<file path="config.mk">
export PLATFORM = sky130hd
export DESIGN_NAME = bgir_div
export DESIGN_NICKNAME = d
export VERILOG_FILES = /design/src/rtl/block_grid_index_remap_macros.svh /design/src/rtl/bgir_pkg.sv /design/src/rtl/bgir_div.sv
export SDC_FILE = /design/constraint.sdc
export NUM_CORES = 2
export LEC_CHECK = 0
export BUFFER_PORTS_ARGS = -buffer_cell sky130_fd_sc_hd__buf_2
export CORE_ASPECT_RATIO = 1.2
export CORE_UTILIZATION = 59
export CTS_BUF_LIST = sky130_fd_sc_hd__clkbuf_2 sky130_fd_sc_hd__clkbuf_4 sky130_fd_sc_hd__clkbuf_8
export CTS_CLUSTER_SIZE = 12
export DETAILED_ROUTE_END_ITERATION = 7
export MAX_ROUTING_LAYER = met4
export PLACE_DENSITY = 0.78
export SYNTH_ARGS = -nofsm -noshare
export SYNTH_HDL_FRONTEND = slang
export SYNTH_SLANG_ARGS = --single-unit
</file>
<file path="constraint.sdc">
create_clock -name clk -period 3.25 [get_ports clk]
set_input_delay 0 -clock clk [delete_from_list [all_inputs] [get_ports clk]]
set_output_delay 0 -clock clk [all_outputs]
set_load 0.01 [all_outputs]
</file>
<file path="src/rtl/block_grid_index_remap_macros.svh">
// assertion helpers used by the top-level rtl
`ifndef BLOCK_GRID_INDEX_REMAP_MACROS_SVH
`define BLOCK_GRID_INDEX_REMAP_MACROS_SVH

// checked only out of reset
`define BGIR_ASSERT(lbl, prop, msg) \
	lbl: assert property (@(posedge clk) disable iff (!arst_n) prop) else $error(msg);

// checked on every edge, reset included
`define BGIR_ASSERT_ALWAYS(lbl, prop, msg) \
	lbl: assert property (@(posedge clk) prop) else $error(msg);

`endif

</file>
<file path="src/rtl/bgir_pkg.sv">
package bgir_pkg;

	localparam int IDX_W    = 48;
	localparam int HALF_W   = 24;
	localparam int FIELD_W  = 16;
	localparam int CMD_W    = 2;
	localparam int FACE_W   = 6;
	localparam int REG_IDX_W = 2;
	localparam int AXES     = 3;

	localparam logic [IDX_W-1:0] GRID_DIMS_RST = 48'h0001_0001_0001;

	typedef enum logic [CMD_W-1:0] {
		CMD_G2L = 2'd0,
		CMD_L2G = 2'd1,
		CMD_XYZ = 2'd2,
		CMD_BND = 2'd3
	} cmd_t;

	typedef enum logic [REG_IDX_W-1:0] {
		CFG_GRID_DIMS  = 2'd0,
		CFG_BLOCK_LOW  = 2'd1,
		CFG_BLOCK_HIGH = 2'd2
	} cfg_reg_t;

endpackage

</file>
<file path="src/rtl/bgir_div.sv">
// one quotient bit per stage, restoring division of an index by a small divisor
module bgir_div
	import bgir_pkg::*;
#(
	parameter int DW = 17,
	parameter int SW = 8
) (
	input  logic              clk,
	input  logic              arst_n,
	input  logic              en,
	input  logic              in_valid,
	input  logic [IDX_W-1:0]  dividend,
	input  logic [DW-1:0]     divisor,
	input  logic [SW-1:0]     side_in,
	output logic              out_valid,
	output logic [IDX_W-1:0]  quot,
	output logic [DW-1:0]     rem,
	output logic [SW-1:0]     side_out
);

	logic [IDX_W-1:0] x_s   [0:IDX_W];
	logic [DW-1:0]    rem_s [0:IDX_W];
	logic [DW-1:0]    dv_s  [0:IDX_W];
	logic [SW-1:0]    sd_s  [0:IDX_W];
	logic [IDX_W:0]   v_s;

	assign x_s[0]   = dividend;
	assign rem_s[0] = '0;
	assign dv_s[0]  = divisor;
	assign sd_s[0]  = side_in;
	assign v_s[0]   = in_valid;

	for (genvar k = 0; k < IDX_W; k++) begin : g_stage
		logic [DW:0]   trial;
		logic          take;
		logic [DW-1:0] nrem;

		// shift in the next dividend bit and try the subtract
		always_comb begin
			trial = {rem_s[k], x_s[k][IDX_W-1]};
			take  = trial >= {1'b0, dv_s[k]};
			nrem  = take ? DW'(trial - {1'b0, dv_s[k]}) : trial[DW-1:0];
		end

		always_ff @(posedge clk or negedge arst_n) begin
			if (!arst_n) begin
				v_s[k+1] <= 1'b0;
			end else if (en) begin
				v_s[k+1] <= v_s[k];
			end
		end

		always_ff @(posedge clk) begin
			if (en) begin
				x_s[k+1]   <= {x_s[k][IDX_W-2:0], take};
				rem_s[k+1] <= nrem;
				dv_s[k+1]  <= dv_s[k];
				sd_s[k+1]  <= sd_s[k];
			end
		end
	end

	assign out_valid = v_s[IDX_W];
	assign quot      = x_s[IDX_W];
	assign rem       = rem_s[IDX_W];
	assign side_out  = sd_s[IDX_W];

endmodule

</file>
==> out/qor.yml <==
outcome: "complete, but fails checks"
violations: "setup timing"
synth_cells: 11200
power_mw: 185
sw_frac_of_total_pct: 31.1
intPower_mw: 128
wire_per_inst_um: 19.6
whs_path_depth: 3
path_cells: "ha_4 -> inv_4 -> fa_2 -> a21o_1 -> a21oi_2 -> o21bai_1 -> a21oi_2 -> o21a_1 -> o31a_1 -> o21ai_2 -> a211oi_4 -> buf_6 -> clkbuf_16 -> mux2_4"
fmax_mhz: 300
yosysUniqueCellTypes: 96
ant_nets: 0
grt_pass1_wl_um: 514000
cts_tree: "done"
fp-row-count: 220
synthMuxAreaShare_pct: 3.07
yosys_warnings: 0
dieArea_um2: 304000
final_util_pct: 68.3
grt_usage_pct: 22.3
io_pins: 151
via_per_inst: 5.46
start_kind: "flop"
path_buf_inv: 3
synth_top_family_by_area: "compound AO/OA/AOI/OAI gates"
grt-ovfl-total: 0
synth-edff-count: 4303
setup_slack_ns: -0.0847
critPathKind: "reg2reg"
crit_path_end_kind: "flop"
port_buffers: 150
drt-initial-drc-count: 5881
drive_gt1_share_pct: 19.1
cp_num_cells: 14
crit_top_cell: "a21oi_2"
crit_family: "compound AO/OA/AOI/OAI gates"
pwr-share-comb_pct: 33.3
cts.clk_slew.worst_paths_ns: 0.06
cp_data_arrival_time_ns: 4.26
synth_flop_cell: "edfxtp_1"
initial_utilization_pct: 59.4
seq_area_um2: 130000
fin_worst_skew_ns: 0.0597
gp_congestion: 0.900
power_leakage_nw: 78.3
synthSimpleGateAreaFrac_pct: 4.42
relSlewSlack_pct: 38.8
hold_ws_ns: 0.133
antenna_found_initial: 7
clockRootBuffer: "clkbuf_8"
met2_usage_pct: 39.7
die_w_um: 503
cts_made_buffers: 656
clock_latency_ns: 1.18
drt_drc_violations_left: 0
dp.cells: 15500
final_nets: 13500
core_um2: 299000
synth_fa_ha_area_share_pct: 6.16
clock_sinks: 4351
fillers: 19600
htree_levels: 6
fp.dieH_um: 603
critPathMaxFanout: 4
synth_seq_area_share_pct: 73.3
clockPowerShare_pct: 23.8
syn_area_um2: 178000
maxSlewViolCount: 0
grt_pass1_vias: 96000
grt_max_degree: 149
finalCritPeriodShare_pct: 103
pwr-share-seq_pct: 42.8
period_needed_ns: 3.33
ys_seq_elements: 4351
power.density_nw_per_um2: 906
design_area_um2: 205000
cp.required_ns: 4.17
cp_slowest_cell: "edfxtp_1"
dp_hpwl_um: 223000
syn_avg_cell_area_um2: 15.9
p_switching_mw: 57.6
clockBufferDepth: 4
postPlaceCellArea_um2: 186000
synth_xor_area_share_pct: 3.09
setup_violations: 59
wirelength_um: 335000
slowest_delay_ns: 0.44
max-vdd-ir-drop_mv: 0.508
hold_violations: 0
hold_path.class: "in2reg"
synth_compound_area_share_pct: 7.22
rsz0062_at_grt: "yes"
ff2ff_path_depth: 14
dr.pass1.iters: 8
multiInputGateArea_um2: 44200
dr_total_vias: 93100
gr-usage-met1_pct: 24.9
syn_to_final_growth_pct: 15.1
grt_busiest_layer: "met2"
synthArstFlopShare_pct: 1.10
met3_usage_pct: 3.18
fin_cells: 17100
maxCapViolations: 0
syn-num-nets: 12100
tightest_slew_ns: 0.918
## final cells by class
class / instances / share of cell area [%]
flip-flops and latches: 4351 / 63.7
multi-input cells: 5662 / 21.6
clock buffers: 837 / 5.10
repair buffers: 881 / 4.03
well taps: 3996 / 2.44
inverters: 1002 / 1.84
clock inverters: 328 / 1.24
diodes: 7 / 0.00856
## flip-flops by register name, summed over array words and instances, names as in the netlist
signal / flops
dv_s: 799
g_stage.trial: 846
out_valid: 1
quot: 48
rem: 17
sd_s: 376
side_out: 8
v_s: 47
x_s: 2209
## worst min-delay path, cell delays in order
cell and delay (ns):
dlygate4sd3_1 0.53, buf_2 0.10, dlygate4sd3_1 0.54
## synthesized netlist by cell type, types with 100 or more instances
| master | number | share of area, % |
|---|---|---|
| xnor2_1 | 378 | 1.9 |
| a21oi_1 | 653 | 1.8 |
| nand4_1 | 100 | 0.35 |
| inv_1 | 998 | 2.1 |
| o21ai_0 | 459 | 1.3 |
| nand2_1 | 486 | 1.0 |
| xor2_1 | 250 | 1.2 |
| nor3_1 | 142 | 0.40 |
| nor2_1 | 478 | 1.0 |
| ha_1 | 801 | 5.6 |
| mux2_2 | 427 | 2.7 |
| a21o_1 | 243 | 1.0 |
| edfxtp_1 | 4303 | 73 |
## logic make-up after synthesis
logic type,Yosys count
DFF,4351
AOI/OAI and AO/OA,2030
and+or+nand+nor,1672
buffers and inverters,1177
adders and majority gates,848
xor gates and xnor gates,628
muxes,482
## cell usage in the layout (no fill, tap or decap), types with 150 or more instances in the layout
cell           count
a21o_1           243
a21oi_1          594
buf_2            150
buf_4            381
clkbuf_4         174
clkbuf_8         663
clkinv_1         156
dlygate4sd3_1    204
edfxtp_1        4303
ha_1             779
inv_1            968
mux2_2           322
nand2_1          485
nor2_1           472
o21ai_0          418
xnor2_1          378
xor2_1           250
## metrics by stage
step	TNS (ns)	worst slack [ns]
finish	-1.56	-0.0847
global route	-17.41	-0.214
CTS	-1.82	-0.0923
detailed placement	-18.61	-0.257
global placement	-10.62	-0.205
floorplan	0	0.00350
## layer usage
metal	vias to the layer above	wire length, um
met1	45600	130000
met5	-	0
met3	757	12000
met4	0	14200
li1	44900	-
met2	1927	178000
## worst paths after layout
path	start	endpoint	slack [ns]
max	dv_s[119]	g_stage[42].trial[12]	-0.08
min in group asynchronous	arst_n	v_s[44]	0.43
max reg2reg	dv_s[119]	g_stage[42].trial[12]	-0.08
min	dividend[46]	g_stage[1].trial[0]	0.13
max in group asynchronous	arst_n	v_s[22]	2.57
min reg2reg	x_s[351]	x_s[304]	0.39
## repair_timing
item                                   in CTS  in global routing
pin swaps                                  39                158
hold buffers                              205                  0
endpoints found under the hold margin    4399                  0
setup endpoints to repair                 333                652
gates cloned                                9                 24
resized for setup                         122                389
setup buffers                              33                 84
## power by group through the flow
stage	combinational [mW]	clock, mW	sequential (mW)
after floorplan	41.6	0	77.6
after global placement	54.3	0	80.5
after detailed placement	55.8	0	80.5
after CTS	58.1	45.4	79.5
after global routing	67.8	47.8	80.2
final	61.8	44.2	79.4
No activity file was read; power rests on OpenSTA's default activity.
