## src/rtl/block_grid_index_remap_macros.svh

```systemverilog
// assertion helpers used by the top-level rtl
`ifndef BLOCK_GRID_INDEX_REMAP_MACROS_SVH
`define BLOCK_GRID_INDEX_REMAP_MACROS_SVH

// checked only out of reset
`define BGIR_ASSERT(lbl, prop, msg) \
	lbl: assert property (@(posedge clk) disable iff (!arst_n) prop) else $error(msg);

// checked on every edge, reset included
`define BGIR_ASSERT_ALWAYS(lbl, prop, msg) \
	lbl: assert property (@(posedge clk) prop) else $error(msg);

`endif

```

## src/rtl/bgir_pkg.sv

```systemverilog
package bgir_pkg;

	localparam int IDX_W    = 48;
	localparam int HALF_W   = 24;
	localparam int FIELD_W  = 16;
	localparam int CMD_W    = 2;
	localparam int FACE_W   = 6;
	localparam int REG_IDX_W = 2;
	localparam int AXES     = 3;

	localparam logic [IDX_W-1:0] GRID_DIMS_RST = 48'h0001_0001_0001;

	typedef enum logic [CMD_W-1:0] {
		CMD_G2L = 2'd0,
		CMD_L2G = 2'd1,
		CMD_XYZ = 2'd2,
		CMD_BND = 2'd3
	} cmd_t;

	typedef enum logic [REG_IDX_W-1:0] {
		CFG_GRID_DIMS  = 2'd0,
		CFG_BLOCK_LOW  = 2'd1,
		CFG_BLOCK_HIGH = 2'd2
	} cfg_reg_t;

endpackage

```

## src/rtl/bgir_recomb.sv

```systemverilog
// coordinate fix-up, flags and relinearization with split multiplies
module bgir_recomb
	import bgir_pkg::*;
#(
	parameter int FW = 16,
	parameter int DW = 17
) (
	input  logic                        clk,
	input  logic                        arst_n,
	input  logic                        en,
	input  logic                        in_valid,
	input  logic [CMD_W-1:0]            cmd_in,
	input  logic [DW-1:0]               r0,
	input  logic [DW-1:0]               r1,
	input  logic [IDX_W-1:0]            q2,
	input  logic [FW-1:0]               cx,
	input  logic [FW-1:0]               cy,
	input  logic [FW-1:0]               cz,
	input  logic [AXES-1:0][FW-1:0]     dim,
	input  logic [AXES-1:0][FW-1:0]     dim_m1,
	input  logic [AXES-1:0][DW-1:0]     ext,
	input  logic [AXES-1:0][FW-1:0]     lo,
	input  logic [AXES-1:0][FW-1:0]     hi,
	input  logic [FACE_W-1:0]           mask,
	output logic                        out_valid,
	output logic [IDX_W-1:0]            index_out,
	output logic                        out_of_block,
	output logic                        on_inner_face,
	output logic [FACE_W-1:0]           face_mask
);

	localparam int PW = HALF_W + DW;

	cmd_t             cmd;
	logic [IDX_W-1:0] a0, a1, a2;
	logic [DW-1:0]    m0, m1;
	logic             oob, inner;

	// stage 1
	logic              v_s1, zero_s1, oob_s1, inner_s1;
	logic [IDX_W-1:0]  a0_s1, a1_s1, a2_s1;
	logic [DW-1:0]     m0_s1, m1_s1;
	logic [FACE_W-1:0] mask_s1;
	// stage 2
	logic              v_s2, zero_s2, oob_s2, inner_s2;
	logic [PW-1:0]     pl_s2;
	logic [HALF_W-1:0] ph_s2;
	logic [IDX_W-1:0]  a0_s2, a1_s2;
	logic [DW-1:0]     m0_s2;
	logic [FACE_W-1:0] mask_s2;
	logic [PW-1:0]     ph_full2;
	// stage 3
	logic              v_s3, zero_s3, oob_s3, inner_s3;
	logic [IDX_W-1:0]  t_s3, a0_s3;
	logic [DW-1:0]     m0_s3;
	logic [FACE_W-1:0] mask_s3;
	// stage 4
	logic              v_s4, zero_s4, oob_s4, inner_s4;
	logic [PW-1:0]     pl_s4;
	logic [HALF_W-1:0] ph_s4;
	logic [IDX_W-1:0]  a0_s4;
	logic [FACE_W-1:0] mask_s4;
	logic [PW-1:0]     ph_full4;
	// output register
	logic              valid_q, oob_q, inner_q;
	logic [IDX_W-1:0]  index_q;
	logic [FACE_W-1:0] mask_q;

	assign cmd = cmd_t'(cmd_in);

	// per-command coordinates and relinearization sizes
	always_comb begin
		unique case (cmd)
			CMD_G2L: begin
				a0 = IDX_W'(r0) - IDX_W'(lo[0]);
				a1 = IDX_W'(r1) - IDX_W'(lo[1]);
				a2 = q2 - IDX_W'(lo[2]);
				m0 = ext[0];
				m1 = ext[1];
			end
			CMD_L2G: begin
				a0 = IDX_W'(r0 + DW'(lo[0]));
				a1 = IDX_W'(r1 + DW'(lo[1]));
				a2 = q2 + IDX_W'(lo[2]);
				m0 = DW'(dim[0]);
				m1 = DW'(dim[1]);
			end
			CMD_XYZ: begin
				a0 = IDX_W'(cx);
				a1 = IDX_W'(cy);
				a2 = IDX_W'(cz);
				m0 = DW'(dim[0]);
				m1 = DW'(dim[1]);
			end
			CMD_BND: begin
				a0 = IDX_W'(r0);
				a1 = IDX_W'(r1);
				a2 = q2;
				m0 = DW'(dim[0]);
				m1 = DW'(dim[1]);
			end
		endcase
	end

	// outside-block and inner-face flags
	always_comb begin
		oob = (cmd == CMD_G2L) && (
			(r0 < DW'(lo[0])) || (r0 > DW'(hi[0])) ||
			(r1 < DW'(lo[1])) || (r1 > DW'(hi[1])) ||
			(q2 < IDX_W'(lo[2])) || (q2 > IDX_W'(hi[2])));
		inner = (cmd == CMD_BND) && (
			((r0 != '0) && (r0 != DW'(dim_m1[0])) &&
				((r0 == DW'(lo[0])) || (r0 == DW'(hi[0])))) ||
			((r1 != '0) && (r1 != DW'(dim_m1[1])) &&
				((r1 == DW'(lo[1])) || (r1 == DW'(hi[1])))) ||
			((q2 != '0) && (q2 != IDX_W'(dim_m1[2])) &&
				((q2 == IDX_W'(lo[2])) || (q2 == IDX_W'(hi[2])))));
	end

	assign ph_full2 = a2_s1[IDX_W-1:HALF_W] * PW'(m1_s1);
	assign ph_full4 = t_s3[IDX_W-1:HALF_W] * PW'(m0_s3);

	// valid bits
	always_ff @(posedge clk or negedge arst_n) begin
		if (!arst_n) begin
			v_s1    <= 1'b0;
			v_s2    <= 1'b0;
			v_s3    <= 1'b0;
			v_s4    <= 1'b0;
			valid_q <= 1'b0;
		end else if (en) begin
			v_s1    <= in_valid;
			v_s2    <= v_s1;
			v_s3    <= v_s2;
			v_s4    <= v_s3;
			valid_q <= v_s4;
		end
	end

	// payload path
	always_ff @(posedge clk) begin
		if (en) begin
			a0_s1    <= a0;
			a1_s1    <= a1;
			a2_s1    <= a2;
			m0_s1    <= m0;
			m1_s1    <= m1;
			zero_s1  <= (cmd == CMD_BND);
			oob_s1   <= oob;
			inner_s1 <= inner;
			mask_s1  <= mask;

			// z times y size, in two halves
			pl_s2    <= PW'(a2_s1[HALF_W-1:0]) * PW'(m1_s1);
			ph_s2    <= ph_full2[HALF_W-1:0];
			a0_s2    <= a0_s1;
			a1_s2    <= a1_s1;
			m0_s2    <= m0_s1;
			zero_s2  <= zero_s1;
			oob_s2   <= oob_s1;
			inner_s2 <= inner_s1;
			mask_s2  <= mask_s1;

			// add y
			t_s3     <= IDX_W'(pl_s2) + {ph_s2, HALF_W'(0)} + a1_s2;
			a0_s3    <= a0_s2;
			m0_s3    <= m0_s2;
			zero_s3  <= zero_s2;
			oob_s3   <= oob_s2;
			inner_s3 <= inner_s2;
			mask_s3  <= mask_s2;

			// times x size, in two halves
			pl_s4    <= PW'(t_s3[HALF_W-1:0]) * PW'(m0_s3);
			ph_s4    <= ph_full4[HALF_W-1:0];
			a0_s4    <= a0_s3;
			zero_s4  <= zero_s3;
			oob_s4   <= oob_s3;
			inner_s4 <= inner_s3;
			mask_s4  <= mask_s3;

			// add x, boundary test gives zero
			index_q  <= zero_s4 ? '0 : IDX_W'(pl_s4) + {ph_s4, HALF_W'(0)} + a0_s4;
			oob_q    <= oob_s4;
			inner_q  <= inner_s4;
			mask_q   <= mask_s4;
		end
	end

	assign out_valid     = valid_q;
	assign index_out     = index_q;
	assign out_of_block  = oob_q;
	assign on_inner_face = inner_q;
	assign face_mask     = mask_q;

endmodule

```

## config.mk

```make
export PLATFORM = sky130hd
export DESIGN_NAME = bgir_recomb
export DESIGN_NICKNAME = d
export VERILOG_FILES = /design/src/rtl/block_grid_index_remap_macros.svh /design/src/rtl/bgir_pkg.sv /design/src/rtl/bgir_recomb.sv
export SDC_FILE = /design/constraint.sdc
export NUM_CORES = 2
export LEC_CHECK = 0
export ABC_AREA = 1
export BUFFER_PORTS_ARGS = -buffer_cell sky130_fd_sc_hd__buf_2
export CORE_AREA = 10 10 299 445
export CTS_CLUSTER_SIZE = 24
export DETAILED_ROUTE_END_ITERATION = 16
export DIE_AREA = 0 0 309 455
export GPL_ROUTABILITY_DRIVEN = 0
export MAX_ROUTING_LAYER = met4
export PLACE_DENSITY = 0.84
export SETUP_SLACK_MARGIN = 0.05
export SLEW_MARGIN = 20
export SYNTH_ARGS = -nofsm -noshare
export SYNTH_HDL_FRONTEND = slang
export SYNTH_SLANG_ARGS = --single-unit
```

## constraint.sdc

```tcl
create_clock -name clk -period 14.3 [get_ports clk]
set_input_delay 3.575 -clock clk [delete_from_list [all_inputs] [get_ports clk]]
set_output_delay 3.575 -clock clk [all_outputs]
set_load 0.01 [all_outputs]
```

==> PnR_summary.wiki <==
{| class="wikitable"
! Metric !! Value
|-
| I/O pins || 442
|-
| Final wirelength || 253 mm
|-
| CP Launch Type || register
|-
| Hold Crit Class || reg -> reg
|-
| Via total after detailed routing || 72915
|-
| Reg2Reg Capture Point || pl_s4[35]$_DFFE_PP_
|-
| Input/output buffers || 408
|-
| Cell count of the worst reg-to-reg path || 23
|-
| Unrepaired setup endpoints after global routing || false
|-
| Final sum of negative setup slack || 0 ps
|-
| Highest net fanout along the worst path || 17
|-
| Clock slew at reported path FFs || 90 ps
|-
| Top FF cell, synth || sky130_fd_sc_hd__edfxtp_1
|-
| Critical Path Start || t_s3[7]$_DFFE_PP_
|-
| Cell-by-cell listing of the critical path || nand2_1, fa_1, inv_1, fa_1, inv_1, fa_1, inv_1, fa_1, fa_1, inv_1, fa_1, inv_1, ha_1, a21oi_1, o21ai_0, nor2_1, o21ai_2, nand2_1, nand2_1, nand3_1, nand2_1, nand2_1, nand2_1
|-
| Status || complete, no violations
|-
| Most common cell after layout, fill and taps aside || sky130_fd_sc_hd__nand2_1
|-
| Global-route usage over all layers || 0.372
|-
| Part of the Yosys area used for sequential elements || 0.188
|-
| Worst reg-to-reg setup slack || 7560 ps
|-
| Leading cell types in the layout, fill and taps excluded || sky130_fd_sc_hd__nand2_1, sky130_fd_sc_hd__inv_1, sky130_fd_sc_hd__fa_1
|-
| Headroom to the max-slew limit || 0.243
|-
| Width of the die || 309 µm
|-
| Cell family contributing the most delay on the critical path || adder cells
|-
| Vias per Instance || 5.94
|-
| Worst-path cell with the longest stage delay || sky130_fd_sc_hd__edfxtp_1
|-
| Final routed DRC violation total || 0
|-
| Number of global-route vias before repair || 76569
|-
| Crit. End Element || register
|-
| Launch instance of the worst register-to-register path || t_s3[7]$_DFFE_PP_
|-
| Number of enable-type register cells in the synthesized netlist || 500
|-
| Final setup viols || 0
|-
| Maximum root-to-sink buffer count || 3
|-
| Floorplan row count || 159
|-
| Crit path kind || reg -> reg
|-
| Clock latency reported for the late side of the worst-skew pair || 700 ps
|-
| Proportion of layout cells with a drive suffix above 1 || 0.0690
|-
| Number of hold buffers added after cts || 0
|-
| Final Max Tran Viols || 0
|-
| DRC violation total after the first TritonRoute iteration || 7484
|-
| Pre-Repair DR Iteration Count || 9
|-
| Syn Nets || 12563
|-
| Cell at the root of the clock tree || sky130_fd_sc_hd__clkbuf_16
|-
| CTS sink count || 505
|-
| Setup clock skew after layout || 33.7 ps
|-
| Warnings from Yosys || 0
|-
| Data required time at the worst endpoint || 14730 ps
|-
| First-pass GRT wire length || 395 mm
|-
| Clock tree from TritonCTS || done
|-
| Average wire per cell in the routed design || 20.6 µm
|-
| Slowest stage delay, CP || 1050 ps
|-
| Endpoints failing hold || 0
|-
| Number of different library cells in the post-synthesis netlist || 66
|-
| Sum of overflow across all layers after global routing || 0
|-
| Initial Util || 0.645
|-
| Die Y-Extent || 455 µm
|-
| Final critical-path required period || 6740 ps
|-
| Core Region || 125000 µm²
|-
| Synthesis-to-layout area growth || 6.02%
|-
| H-tree levels || 2
|-
| Worst setup path end || pl_s4[35]$_DFFE_PP_
|-
| Endpoint arrival time on the critical path || 7170 ps
|-
| Final Cycle Share || 0.471
|-
| Dpl hpwl || 196 mm
|-
| Cells resized by post-CTS repair || 0
|-
| Number of nets with antenna violations after routing || 0
|-
| Mean post-synth cell area || 7.72 µm²
|-
| Post-synthesis cell count || 10436
|-
| Synth Cell Area || 80600 µm²
|-
| Total CTS buffers || 52
|-
| Total Die Area || 141000 µm²
|-
| Crit path buf inv count || 5
|-
| Maximum number of pins on one net before global-route repair || 94
|-
| Number of buffers inserted to repair setup after CTS || 0
|-
| Max-cap viol count || 0
|-
| Initial antenna violation count || 41
|-
| Fraction of registers with async set or reset after synthesis || 0.00990
|-
| Max Clk Rate || 0.148 GHz
|-
| Fillers || 9876
|-
| Final Net Count || 12696
|-
| #FFs+latches synth || 505
|-
| Path length in cells of the critical path || 23
|-
| Worst slew pin tran || 1130 ps
|}
==> Yosys cell counts, drive strengths merged (101+ instances only) <==
| cell type | instances | area share |
|---|---|---|
| xor2 | 161 | 0.017 |
| nand4 | 101 | 0.0079 |
| clkbuf | 281 | 0.013 |
| a21oi | 403 | 0.026 |
| fa | 1098 | 0.27 |
| o21ai | 312 | 0.020 |
| nand2 | 2743 | 0.13 |
| inv | 2525 | 0.12 |
| ha | 644 | 0.10 |
| nand3 | 442 | 0.028 |
| buf | 110 | 0.0066 |
| nor2 | 659 | 0.032 |
| edfxtp | 500 | 0.19 |
==> routing by layer <==
layer	track usage	routed length [µm]	share of wire	vias to the layer above
met5	-	0	0	-
met4	0.333	27900	0.11	0
met3	0.0830	25500	0.10	1935
met2	0.614	122000	0.48	4838
met1	0.365	76900	0.30	34215
li1	-	-	-	31927
==> kinds of logic (layout without fill, tap and decap cells) <==
kind of cell,count (synthesis),count (layout),share of synthesized area
AO/OA/AOI/OAI,932,932,0.0670
XOR/XNOR,248,248,0.0270
adder cells (fa/ha/maj),1742,1742,0.373
buffers and inverters,2922,3096,0.138
flip-flops,505,505,0.188
multiplexers,1,1,0.000140
other,0,46,0
AND/OR/NAND/NOR,4086,4086,0.208
==> metrics by stage <==
step / std cells / utilization / setup WS [ps] / hold WS, ps / instance area [µm²]
4_1_cts: 12220 / 0.683 / 7820 / 406 / 85300
3_5_place_dp: 12125 / 0.669 / 7920 / 405 / 83500
5_1_grt: 12256 / 0.684 / 7370 / 421 / 85400
6_report: 12266 / 0.684 / 7560 / 417 / 85400
3_3_place_gp: 12125 / 0.669 / 7990 / 401 / 83500
2_1_floorplan: 10436 / - / 8620 / 400 / 80600
==> final cells by class <==
cell class              count  area, µm²  area share
clock buffers              57       1320      0.0155
repair buffers            470       2520      0.0295
well taps                1610       2010      0.0236
multi-input cells        7009      54400       0.636
diodes                     46        115     0.00135
inverters                2531       9510       0.111
flip-flops and latches    505      15100       0.177
clock inverters            38        455     0.00533
==> state kept, by name (all words and copies together) (netlist names), 24 cells and up <==
signal,count
pl_s4,41
pl_s2,41
t_s3,48
a2_s1,48
ph_s2,24
ph_s4,24
index_out,48
==> how the worst min path moves through the flow <==
stage | endpoint | slack (ps) | startpoint | depth (start not counted)
5_1_grt | a1_s2[0]$_DFFE_PP_ | 420 | a1_s1[0]$_DFFE_PP_ | 0
6_report | inner_s3$_DFFE_PP_ | 420 | inner_s2$_DFFE_PP_ | 0
3_5_place_dp | a0_s2[15]$_DFFE_PP_ | 400 | a0_s1[15]$_DFFE_PP_ | 0
2_1_floorplan | a0_s2[0]$_DFFE_PP_ | 400 | a0_s1[0]$_DFFE_PP_ | 0
4_1_cts | inner_s3$_DFFE_PP_ | 410 | inner_s2$_DFFE_PP_ | 0
3_3_place_gp | a0_s3[10]$_DFFE_PP_ | 400 | a0_s2[10]$_DFFE_PP_ | 0
Power is left out: the tool's default activity adds up to more than one toggle a clock period on the data nets, which glitch-free logic cannot reach.
